**config.mk**
```make
export PLATFORM = sky130hd
export DESIGN_NAME = periodic_match_timer_with_catchup
export DESIGN_NICKNAME = d
export VERILOG_FILES = /design/src/rtl/core/pmt_pkg.sv /design/src/rtl/core/pmt_divider.sv /design/src/rtl/core/pmt_ctrl.sv /design/src/rtl/core/pmt_dpath.sv /design/src/rtl/core/periodic_match_timer_with_catchup.sv
export VERILOG_INCLUDE_DIRS = /design/src /design/src/rtl/core
export SDC_FILE = /design/constraint.sdc
export NUM_CORES = 2
export LEC_CHECK = 0
export ABC_AREA = 1
export BUFFER_PORTS_ARGS = -buffer_cell sky130_fd_sc_hd__clkbuf_2
export CORE_UTILIZATION = 31
export CTS_BUF_LIST = sky130_fd_sc_hd__clkbuf_8
export CTS_CLUSTER_DIAMETER = 80
export DETAILED_ROUTE_END_ITERATION = 16
export PLACE_DENSITY = 0.56
export SKIP_LAST_GASP = 1
export SLEW_MARGIN = 20
export SYNTH_ARGS = -nofsm -noshare
export SYNTH_HDL_FRONTEND = slang
export SYNTH_SLANG_ARGS = --single-unit
```
**constraint.sdc**
```tcl
create_clock -name clk_i -period 17.1 [get_ports clk_i]
set_clock_uncertainty 0.05 [all_clocks]
set_input_delay 1.71 -clock clk_i [delete_from_list [all_inputs] [get_ports clk_i]]
set_output_delay 1.71 -clock clk_i [all_outputs]
set_load 0.005 [all_outputs]
```
**src/rtl/core/assert_macros.svh**
```systemverilog
// ----------------------------------------------------------------------------
// Assertion macros
// Concurrent assertion wrappers clocked on clk_i and disabled in reset;
// they compile to nothing when SYNTHESIS is defined.
// ----------------------------------------------------------------------------
`ifndef ASSERT_MACROS_SVH
`define ASSERT_MACROS_SVH
`ifndef SYNTHESIS
// Check a property on every clock edge out of reset.
`define PMT_ASSERT(lbl, prop, msg) \
  lbl: assert property (@(posedge clk_i) disable iff (!rst_ni) prop) else $error(msg);
// Check that post holds in the cycle after pre.
`define PMT_ASSERT_NEXT(lbl, pre, post, msg) \
  lbl: assert property (@(posedge clk_i) disable iff (!rst_ni) (pre) |=> (post)) else $error(msg);
`else
`define PMT_ASSERT(lbl, prop, msg)
`define PMT_ASSERT_NEXT(lbl, pre, post, msg)
`endif
`endif

```
**src/rtl/core/pmt_pkg.sv**
```systemverilog
// ----------------------------------------------------------------------------
// pmt_pkg
// Shared constants and types of the periodic match timer: counter width,
// mode codes and the command/status bundles between controller and datapath.
// ----------------------------------------------------------------------------
package pmt_pkg;

  // Width of the free-running counter (16 to 32)
  localparam int unsigned CounterWidth = 32;
  localparam int unsigned DivCntW      = $clog2(CounterWidth);
  localparam int unsigned StepW        = 16;
  localparam logic [StepW-1:0] StepCap = '1;

  typedef logic [CounterWidth-1:0] cnt_t;

  typedef enum logic [1:0] {
    MODE_READ    = 2'd0,
    MODE_ARM     = 2'd1,
    MODE_SERVICE = 2'd2,
    MODE_STOP    = 2'd3
  } mode_e;

  // Controller to datapath
  typedef struct packed {
    logic load_in;
    logic exec;
    logic div_start;
    logic ksum;
    logic mul;
    logic add;
    logic loop_step;
    logic load_out;
  } pmt_cmd_t;

  // Datapath to controller
  typedef struct packed {
    mode_e mode;
    logic  svc_short;
    logic  svc_skip;
    logic  div_busy;
    logic  loop_done;
  } pmt_status_t;

endpackage

```
**src/rtl/core/pmt_divider.sv**
```systemverilog
// ----------------------------------------------------------------------------
// pmt_divider
// Restoring unsigned divider of CounterWidth-bit operands, one quotient bit
// per cycle. The divisor must be nonzero.
// ----------------------------------------------------------------------------
module pmt_divider import pmt_pkg::*; (
  input  logic clk_i,
  input  logic rst_ni,
  input  logic start_i,
  input  cnt_t dividend_i,
  input  cnt_t divisor_i,
  output logic busy_o,
  output cnt_t quotient_o
);

  logic               busy_q;
  logic [DivCntW-1:0] step_q;
  cnt_t               rem_q;
  cnt_t               quo_q;
  cnt_t               den_q;
  logic [CounterWidth:0] trial;
  logic               fits;

  // Trial subtract of the shifted remainder
  assign trial = {rem_q, quo_q[CounterWidth-1]} - {1'b0, den_q};
  assign fits  = !trial[CounterWidth];

  // Sequence the bit steps
  always_ff @(posedge clk_i or negedge rst_ni) begin
    if (!rst_ni) begin
      busy_q <= 1'b0;
      step_q <= '0;
    end else if (start_i) begin
      busy_q <= 1'b1;
      step_q <= '0;
    end else if (busy_q) begin
      step_q <= step_q + 1'b1;
      if (step_q == DivCntW'(CounterWidth - 1)) begin
        busy_q <= 1'b0;
      end
    end
  end

  // Shift remainder and quotient
  always_ff @(posedge clk_i) begin
    if (start_i) begin
      rem_q <= '0;
      quo_q <= dividend_i;
      den_q <= divisor_i;
    end else if (busy_q) begin
      rem_q <= fits ? trial[CounterWidth-1:0]
                    : {rem_q[CounterWidth-2:0], quo_q[CounterWidth-1]};
      quo_q <= {quo_q[CounterWidth-2:0], fits};
    end
  end

  assign busy_o     = busy_q;
  assign quotient_o = quo_q;

endmodule

```
**src/rtl/core/pmt_ctrl.sv**
```systemverilog
// ----------------------------------------------------------------------------
// pmt_ctrl
// Controller of the periodic match timer: handshakes on both channels and
// sequences the datapath through execute, divide, step count, multiply, add and catch-up loop steps.
// ----------------------------------------------------------------------------
`include "assert_macros.svh"

module pmt_ctrl import pmt_pkg::*; (
  input  logic        clk_i,
  input  logic        rst_ni,
  input  logic        in_valid_i,
  output logic        in_ready_o,
  output logic        out_valid_o,
  input  logic        out_ready_i,
  input  pmt_status_t status_i,
  output pmt_cmd_t    cmd_o
);

  typedef enum logic [7:0] {
    S_IDLE = 8'b00000001,
    S_EXEC = 8'b00000010,
    S_DIV  = 8'b00000100,
    S_KSUM = 8'b00001000,
    S_MUL  = 8'b00010000,
    S_ADD  = 8'b00100000,
    S_LOOP = 8'b01000000,
    S_FIN  = 8'b10000000
  } state_e;

  state_e state_q, state_d;
  logic   out_valid_q, out_valid_d;
  logic   is_service;

  assign is_service = (status_i.mode == MODE_SERVICE);

  // Decode commands from the state
  always_comb begin
    cmd_o           = '0;
    cmd_o.load_in   = (state_q == S_IDLE) && in_valid_i;
    cmd_o.exec      = (state_q == S_EXEC);
    cmd_o.div_start = (state_q == S_EXEC) && is_service && status_i.svc_short
                      && !status_i.svc_skip;
    cmd_o.ksum      = (state_q == S_KSUM);
    cmd_o.mul       = (state_q == S_MUL);
    cmd_o.add       = (state_q == S_ADD);
    cmd_o.loop_step = (state_q == S_LOOP);
    cmd_o.load_out  = (state_q == S_FIN) && (!out_valid_q || out_ready_i);
  end

  // Advance the state machine
  always_comb begin
    state_d = state_q;
    unique case (state_q)
      S_IDLE: begin
        if (in_valid_i) state_d = S_EXEC;
      end
      S_EXEC: begin
        if (!is_service) begin
          state_d = S_FIN;
        end else if (!status_i.svc_short) begin
          state_d = S_LOOP;
        end else if (status_i.svc_skip) begin
          state_d = S_KSUM;
        end else begin
          state_d = S_DIV;
        end
      end
      S_DIV: begin
        if (!status_i.div_busy) state_d = S_KSUM;
      end
      S_KSUM: state_d = S_MUL;
      S_MUL:  state_d = S_ADD;
      S_ADD:  state_d = S_FIN;
      S_LOOP: begin
        if (status_i.loop_done) state_d = S_FIN;
      end
      S_FIN: begin
        if (cmd_o.load_out) state_d = S_IDLE;
      end
      default: state_d = S_IDLE;
    endcase
  end

  // Hold the result until the receiver takes it
  always_comb begin
    out_valid_d = out_valid_q;
    if (cmd_o.load_out) begin
      out_valid_d = 1'b1;
    end else if (out_ready_i) begin
      out_valid_d = 1'b0;
    end
  end

  always_ff @(posedge clk_i or negedge rst_ni) begin
    if (!rst_ni) begin
      state_q     <= S_IDLE;
      out_valid_q <= 1'b0;
    end else begin
      state_q     <= state_d;
      out_valid_q <= out_valid_d;
    end
  end

  assign in_ready_o  = (state_q == S_IDLE);
  assign out_valid_o = out_valid_q;

  // The divider finishes only while the controller waits on it
  `PMT_ASSERT(a_div_ends_in_div, $fell(status_i.div_busy) |-> state_q == S_DIV, "divider finished outside DIV")
  // A stalled result keeps the controller parked in FIN
  `PMT_ASSERT_NEXT(a_fin_waits, state_q == S_FIN && out_valid_q && !out_ready_i, state_q == S_FIN, "left FIN while output stalled")
  // An accepted transaction is executed on the next cycle
  `PMT_ASSERT_NEXT(a_accept_exec, in_valid_i && in_ready_o, state_q == S_EXEC, "accepted transaction not executed")

endmodule

```
**src/rtl/core/pmt_dpath.sv**
```systemverilog
// ----------------------------------------------------------------------------
// pmt_dpath
// Datapath of the periodic match timer: timer state, read/arm/service/stop
// updates, closed-form catch-up (divide, multiply, add) and stepwise catch-up.
// ----------------------------------------------------------------------------
`include "assert_macros.svh"

module pmt_dpath import pmt_pkg::*; (
  input  logic        clk_i,
  input  logic        rst_ni,
  input  logic        cfg_we_i,
  input  logic [31:0] cfg_wdata_i,
  input  logic [1:0]  mode_i,
  input  logic [31:0] counter_i,
  input  logic [30:0] delay_i,
  input  pmt_cmd_t    cmd_i,
  output pmt_status_t status_o,
  output logic [63:0] time_now_o,
  output logic [31:0] match_out_o,
  output logic        timer_on_o,
  output logic        match_pending_o,
  output logic [15:0] catchup_steps_o
);

  localparam int unsigned CW = CounterWidth;
  typedef logic [CW:0] ksum_t;

  // Configuration and latched transaction
  logic [31:0] min_delay_q;
  mode_e       mode_q;
  cnt_t        cnt_q;
  logic [30:0] dly_q;

  // Timer state
  logic [31:0] time_low_q, time_high_q, match_q, period_q;
  logic        enabled_q, pending_q;

  // Catch-up working registers
  cnt_t             p_q, diff_q, k_q, prod_q;
  logic             k_two_q, skip_q;
  logic [StepW-1:0] steps_q;

  // Result registers
  logic [63:0]      out_time_q;
  logic [31:0]      out_match_q;
  logic             out_on_q, out_pend_q;
  logic [StepW-1:0] out_steps_q;

  // Combinational terms
  cnt_t        p_now, d0, negd, cm_diff, arm_match, diff_nx, match_nx, div_quo;
  logic [CW:0] s_sum;
  logic        d0_pos, s_small, k_two, svc_short, svc_skip, time_wrap, div_busy;
  logic        loop_done;
  logic [31:0] arm_per;
  ksum_t       k_sum;
  logic [2*CW-1:0] prod_full;

  // Service setup: distance to the counter and the closed-form split
  assign p_now     = period_q[CW-1:0];
  assign d0        = match_q[CW-1:0] - cnt_q;
  assign d0_pos    = (d0 != '0) && !d0[CW-1];
  assign s_sum     = {1'b0, d0} + {1'b0, p_now};
  assign s_small   = (s_sum[CW:CW-1] == 2'b00);
  assign k_two     = d0_pos && !s_small;
  assign negd      = !d0_pos ? cnt_t'(-d0) : (s_small ? '0 : cnt_t'(-s_sum[CW-1:0]));
  assign svc_short = (p_now != '0) && !p_now[CW-1];
  assign svc_skip  = (negd < p_now);

  // Read and arm terms
  assign time_wrap = (32'(cnt_q) < time_low_q);
  assign cm_diff   = cnt_q - match_q[CW-1:0];
  assign arm_per   = (32'(dly_q) < min_delay_q) ? min_delay_q : 32'(dly_q);
  assign arm_match = arm_per[CW-1:0] + cnt_q;

  // Stepwise catch-up terms
  assign diff_nx   = diff_q + p_q;
  assign match_nx  = match_q[CW-1:0] + p_q;
  assign loop_done = ((diff_nx != '0) && !diff_nx[CW-1]) || (steps_q == StepCap - 1'b1);

  // Closed-form step count and product
  assign k_sum     = {1'b0, (skip_q ? '0 : div_quo)} + ksum_t'(k_two_q ? 2'd2 : 2'd1);
  assign prod_full = k_q * p_q;

  pmt_divider u_div (
    .clk_i      (clk_i),
    .rst_ni     (rst_ni),
    .start_i    (cmd_i.div_start),
    .dividend_i (negd),
    .divisor_i  (p_now),
    .busy_o     (div_busy),
    .quotient_o (div_quo)
  );

  // Hold the minimum period
  always_ff @(posedge clk_i or negedge rst_ni) begin
    if (!rst_ni) begin
      min_delay_q <= '0;
    end else if (cfg_we_i) begin
      min_delay_q <= cfg_wdata_i;
    end
  end

  // Latch the accepted transaction
  always_ff @(posedge clk_i) begin
    if (cmd_i.load_in) begin
      mode_q <= mode_e'(mode_i);
      cnt_q  <= counter_i[CW-1:0];
      dly_q  <= delay_i;
    end
  end

  // Update the timer state
  always_ff @(posedge clk_i or negedge rst_ni) begin
    if (!rst_ni) begin
      time_low_q  <= '0;
      time_high_q <= '0;
      match_q     <= '0;
      period_q    <= '0;
      enabled_q   <= 1'b0;
      pending_q   <= 1'b0;
    end else if (cmd_i.exec) begin
      unique case (mode_q)
        MODE_READ: begin
          time_low_q <= 32'(cnt_q);
          if (time_wrap) time_high_q <= time_high_q + 1'b1;
          if (enabled_q && !cm_diff[CW-1]) pending_q <= 1'b1;
        end
        MODE_ARM: begin
          pending_q <= 1'b0;
          if (dly_q != '0) begin
            period_q  <= arm_per;
            match_q   <= 32'(arm_match);
            enabled_q <= 1'b1;
          end
        end
        MODE_SERVICE: begin
          time_low_q <= 32'(cnt_q);
          if (time_wrap) time_high_q <= time_high_q + 1'b1;
          pending_q <= 1'b0;
        end
        MODE_STOP: begin
          enabled_q <= 1'b0;
          pending_q <= 1'b0;
          match_q   <= '0;
        end
        default: ;
      endcase
    end else if (cmd_i.loop_step) begin
      match_q <= 32'(match_nx);
    end else if (cmd_i.add) begin
      match_q <= 32'(match_q[CW-1:0] + prod_q);
    end
  end

  // Run the catch-up working registers
  always_ff @(posedge clk_i) begin
    if (cmd_i.exec) begin
      p_q     <= p_now;
      diff_q  <= d0;
      k_two_q <= k_two;
      skip_q  <= svc_skip;
      steps_q <= '0;
    end else if (cmd_i.loop_step) begin
      diff_q  <= diff_nx;
      steps_q <= steps_q + 1'b1;
    end else if (cmd_i.ksum) begin
      k_q     <= k_sum[CW-1:0];
      steps_q <= (k_sum > ksum_t'(StepCap)) ? StepCap : k_sum[StepW-1:0];
    end
    if (cmd_i.mul) begin
      prod_q <= prod_full[CW-1:0];
    end
  end

  // Capture the result
  always_ff @(posedge clk_i) begin
    if (cmd_i.load_out) begin
      out_time_q  <= {time_high_q, time_low_q};
      out_match_q <= match_q;
      out_on_q    <= enabled_q;
      out_pend_q  <= pending_q;
      out_steps_q <= steps_q;
    end
  end

  assign status_o.mode      = mode_q;
  assign status_o.svc_short = svc_short;
  assign status_o.svc_skip  = svc_skip;
  assign status_o.div_busy  = div_busy;
  assign status_o.loop_done = loop_done;

  assign time_now_o      = out_time_q;
  assign match_out_o     = out_match_q;
  assign timer_on_o      = out_on_q;
  assign match_pending_o = out_pend_q;
  assign catchup_steps_o = out_steps_q;

  // Only a service transaction reports catch-up steps
  `PMT_ASSERT(a_steps_zero, cmd_i.load_out && mode_q != MODE_SERVICE |-> steps_q == '0, "steps reported outside service")
  // Service always leaves pending cleared
  `PMT_ASSERT(a_svc_clears, cmd_i.load_out && mode_q == MODE_SERVICE |-> !pending_q, "pending left set after service")
  // Service ends with at least one period addition
  `PMT_ASSERT(a_svc_steps, cmd_i.load_out && mode_q == MODE_SERVICE |-> steps_q != '0, "service reported no steps")

endmodule

```
**src/rtl/core/periodic_match_timer_with_catchup.sv**
```systemverilog
// ----------------------------------------------------------------------------
// periodic_match_timer_with_catchup
// Periodic match timer: extends a free-running counter to 64 bits, arms a
// periodic match, flags it pending and catches the match up on service.
// ----------------------------------------------------------------------------
// Usage:
//   Input transactions (valid/ready) carry mode, counter sample and delay;
//   each produces exactly one result transaction (valid/ready) with the
//   extended time, match value, enable, pending flag and catch-up step count.
//   The user writes min_delay (cfg_we_i/cfg_wdata_i) only while the block
//   is idle; the block does not enforce it. One transaction is worked at a
//   time; a new one is accepted once the previous result is in the output
//   register. Read, arm and stop go from execute straight to the result
//   register. Service with a period below half the counter range: step
//   count, multiply and add, after a bit-serial divide when the match is
//   at least one full period behind. Service with a zero or at-least-half
//   period: catch-up adder loop, one period addition per cycle, 65535 at most.
//   Reset clears all timer state and min_delay and empties the output
//   register. A stalled receiver holds the result, and the block then stops
//   accepting after it has finished the next transaction.
// ----------------------------------------------------------------------------
module periodic_match_timer_with_catchup import pmt_pkg::*; (
  input  logic        clk_i,
  input  logic        rst_ni,
  input  logic        cfg_we_i,
  input  logic [31:0] cfg_wdata_i,
  input  logic        in_valid_i,
  output logic        in_ready_o,
  input  logic [1:0]  mode_i,
  input  logic [31:0] counter_i,
  input  logic [30:0] delay_i,
  output logic        out_valid_o,
  input  logic        out_ready_i,
  output logic [63:0] time_now_o,
  output logic [31:0] match_out_o,
  output logic        timer_on_o,
  output logic        match_pending_o,
  output logic [15:0] catchup_steps_o
);

  pmt_cmd_t    cmd;
  pmt_status_t status;

  pmt_ctrl u_ctrl (
    .clk_i       (clk_i),
    .rst_ni      (rst_ni),
    .in_valid_i  (in_valid_i),
    .in_ready_o  (in_ready_o),
    .out_valid_o (out_valid_o),
    .out_ready_i (out_ready_i),
    .status_i    (status),
    .cmd_o       (cmd)
  );

  pmt_dpath u_dpath (
    .clk_i           (clk_i),
    .rst_ni          (rst_ni),
    .cfg_we_i        (cfg_we_i),
    .cfg_wdata_i     (cfg_wdata_i),
    .mode_i          (mode_i),
    .counter_i       (counter_i),
    .delay_i         (delay_i),
    .cmd_i           (cmd),
    .status_o        (status),
    .time_now_o      (time_now_o),
    .match_out_o     (match_out_o),
    .timer_on_o      (timer_on_o),
    .match_pending_o (match_pending_o),
    .catchup_steps_o (catchup_steps_o)
  );

endmodule
```
Yosys cells after proc, flatten, opt, wreduce, memory -nomap -nowiden --
Cells that the tools add are included.
Storage, ports and cells: register bits after elaboration 598, bits in latches 0, bits in writable memories 0, bits in read-only memories 0, bits of input ports 102, memories 0
Operators by class: add/subtract/negate cells 14, $mul 1, divide/modulo/power cells 0, $lt $le $gt $ge 4, equality and inequality tests 21, shift-type cells 0, multiplexer cells 37, bitwise gates (word level) 2, reductions and logical operators 42
Operators with widths (count):
- 32-bit 2-to-1 mux | 13
- 32-bit adder | 4
- 32-bit nonzero test | 3
- 32-bit less-than comparator | 2
- 32-bit negator | 2
- 32-bit case mux with 2 select lines | 1
- 8-bit case mux with 8 select lines | 1
- 32-bit subtractor | 2
- 16-bit 2-to-1 mux | 3
- 8-bit 2-to-1 mux | 6
- 32-bit by 32-bit adder with 33-bit output | 1
- 32-bit by 33-bit adder with 33-bit output | 1
- 33-bit by 16-bit greater-than comparator with 1-bit output (second input constant) | 1
- 33-bit by 32-bit subtractor with 33-bit output | 1
- 32-bit by 1-bit adder with 32-bit output (second input constant) | 1
- 31-bit by 32-bit less-than comparator with 1-bit output | 1
- 32-bit by 32-bit multiplier with 32-bit output | 1
- 31-bit nonzero test | 1
- 16-bit by 1-bit adder with 16-bit output (second input constant) | 1
- 16-bit == test (second input constant) | 1
- 3-bit AND reduction | 5
- 1-bit logical AND | 10
- 5-bit 2-to-1 mux | 2
- 2-bit nonzero test | 5
- 29 further kinds | 52

Longest topological paths before layout --
depth in word-level cells 10, mapped depth 44, depth with buffers taken out 41

Modules after synthesis --
A second synthesis with hierarchy kept.
Second synthesis, totals: cell total of the unflattened synthesis 7207, area, all modules 56013.7 sq um
Modules (own cells, without submodules):
- pmt_dpath | instances 1, cells each 6096, area each 48611.6 sq um, sequential area each 13653.1 sq um
- pmt_divider | instances 1, cells each 1022, area each 6794.0 sq um, sequential area each 2712.6 sq um
- pmt_ctrl | instances 1, cells each 89, area each 608.1 sq um, sequential area each 226.5 sq um

Least setup slack after synthesis --
OpenSTA, ideal clock, no wires.
path kind input port to flip-flop, start input port out_ready_i, end register u_dpath.out_steps_q[0] (netlist: u_dpath.catchup_steps_o[0]), enable pin, setup time 0.589 ns, arrival 6.478 ns, slack 9.983 ns, stages on the path 2, path buffers 0, path through nor2_1 -> nor2_1
RTL lines:
- start: declaration | RTL line periodic_match_timer_with_catchup.sv:33 | input logic out_ready_i,
- end signal: assignment | RTL line pmt_dpath.sv:182 | out_steps_q <= steps_q;
- end: declaration | RTL line pmt_dpath.sv:47 | logic [StepW-1:0] out_steps_q;

Worst setup path after layout --
start register u_dpath.match_q[0], end register u_dpath.u_div.den_q[1], enable pin
Between the ends: word-level cells in the longest chain between the ends 8, elaborated cells on any way between the ends 13, those cells by class add/sub (4); order compare (1); mux (2); reduce/logical (6)
RTL lines:
- start: declaration | RTL line pmt_dpath.sv:35 | logic [31:0] time_low_q, time_high_q, match_q, period_q;
- start signal: assignment | RTL line pmt_dpath.sv:132 | match_q <= 32'(arm_match);
- start signal: assignment | RTL line pmt_dpath.sv:149 | match_q <= 32'(match_nx);
- start signal: assignment | RTL line pmt_dpath.sv:151 | match_q <= 32'(match_q[CW-1:0] + prod_q);
- 32-bit subtractor (*) | RTL line pmt_dpath.sv:60 | assign d0 = match_q[CW-1:0] - cnt_q;
- 32-bit by 32-bit adder with 33-bit output | RTL line pmt_dpath.sv:62 | assign s_sum = {1'b0, d0} + {1'b0, p_now};
- 32-bit negator / 2-bit logical NOT (equally long branches) | RTL line pmt_dpath.sv:65, pmt_dpath.sv:63
- 32-bit 2-to-1 mux | RTL line pmt_dpath.sv:65 | assign negd = !d0_pos ? cnt_t'(-d0) : (s_small ? '0 : cnt_t'(-s_sum[CW-1:0]));
- 32-bit 2-to-1 mux (*) | RTL line pmt_dpath.sv:65
- 32-bit less-than comparator (*) | RTL line pmt_dpath.sv:67 | assign svc_skip = (negd < p_now);
- 1-bit logical NOT (*) | RTL line pmt_ctrl.sv:42 | && !status_i.svc_skip;
- 1-bit logical AND (*) | RTL line pmt_ctrl.sv:42
- end signal: assignment | RTL line pmt_divider.sv:49 | den_q <= divisor_i;
- end: declaration | RTL line pmt_divider.sv:20 | cnt_t den_q;
Mark *: on every way between the ends. The rest lies on a longest branch, timed or not. A chain may end at the register's enable or synchronous reset.

==> flow_summary.ini <==
[logic_synthesis]
async_flop_share_pct = 29.6
synth-edff-count = 373
yosys_warnings = 0
synth_ff_type = edfxtp_1
syn_inst = 6885
syn_area_mm2 = 0.0551
syn_nets = 7846
synth.distinct_cells = 72
synth.avg_cell_area_um2 = 8.00
ys_seq_area_share_pct = 30.1
synth-seq-cells = 598

[placement]
place.port_buffers = 217
gp_congestion = 0.966
dp_hpwl_um = 151000
pre_cts_ws_ns = 8.19

[cells_and_area]
syn_to_final_growth_pct = 11.1
final.fill_count = 18574
final_util_pct = 34.7
layout-drive-gt1-share_pct = 8.15
nNetsFinal = 8069

[floorplanning]
die_area_mm2 = 0.179
ioPinCount = 218
start_util_pct = 31.3
coreArea_mm2 = 0.176
num_rows = 154
fp.dieW_um = 424
die_h_um = 424

[worst_setup_path]
path_depth = 33
reg2reg_slack_ns = 7.86
slowest_stage = buf_4
r2r-end = u_dpath.u_div.den_q[1]$_DFFE_PP_
endpoint_kind = register
max_stage_delay_ns = 0.70
worst-path-max-fanout = 69
path_delay_family = simple AND/OR/NAND/NOR gates
crit_required_ns = 17.47
worstSetupEndpoint = u_dpath.u_div.den_q[1]$_DFFE_PP_
timing.rr.start = u_dpath.match_q[0]$_DFFE_PN0P_
critical_path_class = register to register
crit_start = u_dpath.match_q[0]$_DFFE_PN0P_
reg2reg_depth = 33
crit_top_cell = nand2_1
path_buf_inv = 6
crit_path_start_kind = register
crit_arrival_ns = 9.60

[clock_tree]
post_cts_buffers = 0
clkLatencyLatePin_ns = 0.91
cts_buffers = 104
cts_tree = done
clk_pin_slew_worst_paths_ns = 0.07
ctsResizeCount = 0
clock_path_buffers = 3
cts-root-buf = clkbuf_8
htreeDepth = 3
holdBufCountCts = 0
cts_sinks = 598

[grt]
gr-total-overflow = 0
grt_pass1_vias = 46500
grt_pass1_wl_um = 289000
grt_max_degree = 70
grtUsageTotal_pct = 21.4
antenna_found_initial = 10

[drt]
drt-vias-per-instance = 4.85
routedWlPerCell_um = 20.2
routed_wl_um = 193000
drc = 0
drtIter0Drc = 3537
drt-pass1-iter-count = 5
ant_nets = 0
num_vias = 46292

[sta]
timing.hold.ws_ns = 0.376
rsz0062_at_grt = false
slew_headroom_pct = 7.66
finalSetupViolCount = 0
worstMarginPinSlew_ns = 1.37
clock.fmax_mhz = 108
fin_ws_ns = 7.86
slew_viol_final = 0
finalHoldViolCount = 0
fin_crit_ns = 9.24
post-route-period-util_pct = 54.0
fin_tns_setup_ns = 0

[status]
status = finished, final reports clean

[flow_run]
drv_cap = 0

[hold_path]
hold_class = register to register
## metrics by stage
step | instance area, µm² | std cells
2_1_floorplan | 55100 | 6885
3_3_place_gp | 59100 | 9342
3_5_place_dp | 59100 | 9342
4_1_cts | 61200 | 9539
5_1_grt | 61200 | 9542
6_report | 61200 | 9543
## final cells by class
type / count / area [µm²] / area share [%]
tap: 2340 / 2930 / 4.78
sequential: 598 / 16600 / 27.1
clock inverter: 80 / 492 / 0.803
antenna: 4 / 10.0 / 0.0163
multi-input combinational: 4640 / 32300 / 52.8
inverter: 1451 / 5450 / 8.90
clock buffer: 117 / 1610 / 2.63
timing repair buffer: 313 / 1820 / 2.97
## sequential cells by signal, indices dropped and copies added (netlist names), 2 cells and up
| signal | flops |
|---|---|
| u_ctrl.state_q | 8 |
| u_dpath.catchup_steps_o | 16 |
| u_dpath.cnt_q | 32 |
| u_dpath.diff_q | 32 |
| u_dpath.dly_q | 31 |
| u_dpath.k_q | 32 |
| u_dpath.match_out_o | 32 |
| u_dpath.match_q | 32 |
| u_dpath.min_delay_q | 32 |
| u_dpath.mode_q | 2 |
| u_dpath.p_now | 32 |
| u_dpath.p_q | 32 |
| u_dpath.prod_q | 32 |
| u_dpath.steps_q | 16 |
| u_dpath.time_high_q | 32 |
| u_dpath.time_low_q | 32 |
| u_dpath.time_now_o | 64 |
| u_dpath.u_div.den_q | 32 |
| u_dpath.u_div.quotient_o | 32 |
| u_dpath.u_div.rem_q | 32 |
| u_dpath.u_div.step_q | 5 |
## logic make-up after synthesis
family	Yosys count	synth area share [%]
AO/OA/AOI/OAI	936	9.38
buffers and inverters	1647	11.3
XOR/XNOR	293	4.74
AND/OR/NAND/NOR	2549	19.2
flip-flops	598	30.1
adder cells (fa/ha/maj)	859	25.2
multiplexers	3	0.0545
## cell usage in the layout (no fill, tap or decap), types with 7 or more instances in the layout
cell,instances
a211oi_1,9
a21boi_0,17
a21o_1,11
a21oi_1,381
a221oi_1,7
a31oi_1,49
and2_1,9
buf_4,96
clkbuf_2,215
clkbuf_8,118
clkinv_1,16
clkinv_2,20
dfrtp_1,176
dfxtp_1,48
edfxtp_1,373
fa_1,415
ha_1,444
inv_1,1464
inv_2,19
nand2_1,1633
nand2_2,18
nand3_1,203
nand3b_1,11
nand4_1,76
nor2_1,421
nor2_2,32
nor3_1,48
nor3_2,10
nor4_1,46
o211ai_1,24
o21a_1,14
o21ai_0,349
o21bai_1,20
o221ai_1,8
o22ai_1,9
o31ai_1,12
or2_2,16
xnor2_1,114
xor2_1,173
## layer usage
metal  vias to the layer above  routed length (µm)  track usage (%)
met5                         -                   0                0
met4                         0                8670             9.38
met3                       321               10200             2.75
met2                      1359               89400             35.1
met1                     22465               84300             28.0
li1                      22147                   -                -
## synth_stat cells, types with 19 or more instances
cell type	n	area share, %
nor3_1	49	0.44
inv_2	19	0.13
nand3_1	203	1.8
ha_1	444	10
a21oi_1	381	3.5
nor2_1	424	2.9
nor2_2	32	0.36
o21bai_1	20	0.27
dfrtp_1	176	8.0
nand4_1	76	0.86
xnor2_1	114	1.8
edfxtp_1	373	20
fa_1	415	15
nor4_1	48	0.54
a31oi_1	49	0.56
inv_1	1424	9.7
xor2_1	173	2.7
dfxtp_1	48	1.7
nand2_1	1634	11
o21ai_0	351	3.2
clkbuf_1	164	1.1
o211ai_1	24	0.33
## worst reg2reg max path: cells and delay by family (launching register included)
kind,cells,cell delay [ns]
and+or+nand+nor,16,3.19
AOI/OAI and AO/OA,5,1.42
adders and majority gates,4,1.34
buffers and inverters,6,1.29
xor gates and xnor gates,2,0.98
DFF,1,0.45
## how the worst min path moves through the flow
stage | from | to | slack, ns | depth (start not counted)
final | u_dpath.time_low_q[11]$_DFFE_PN0P_ | u_dpath.time_now_o[11]$_DFFE_PP_ | 0.38 | 0
after global routing | u_dpath.time_low_q[14]$_DFFE_PN0P_ | u_dpath.time_now_o[14]$_DFFE_PP_ | 0.38 | 0
after CTS | u_dpath.time_low_q[14]$_DFFE_PN0P_ | u_dpath.time_now_o[14]$_DFFE_PP_ | 0.38 | 0
after detailed placement | u_dpath.steps_q[6]$_SDFFE_PP0P_ | u_dpath.catchup_steps_o[6]$_DFFE_PP_ | 0.37 | 0
after global placement | u_dpath.steps_q[6]$_SDFFE_PP0P_ | u_dpath.catchup_steps_o[6]$_DFFE_PP_ | 0.37 | 0
after floorplan | u_dpath.steps_q[6]$_SDFFE_PP0P_ | u_dpath.catchup_steps_o[6]$_DFFE_PP_ | 0.36 | 0
Power is not shown: default switching activity piles up to over one toggle a cycle in this logic, so the estimate is an artifact.
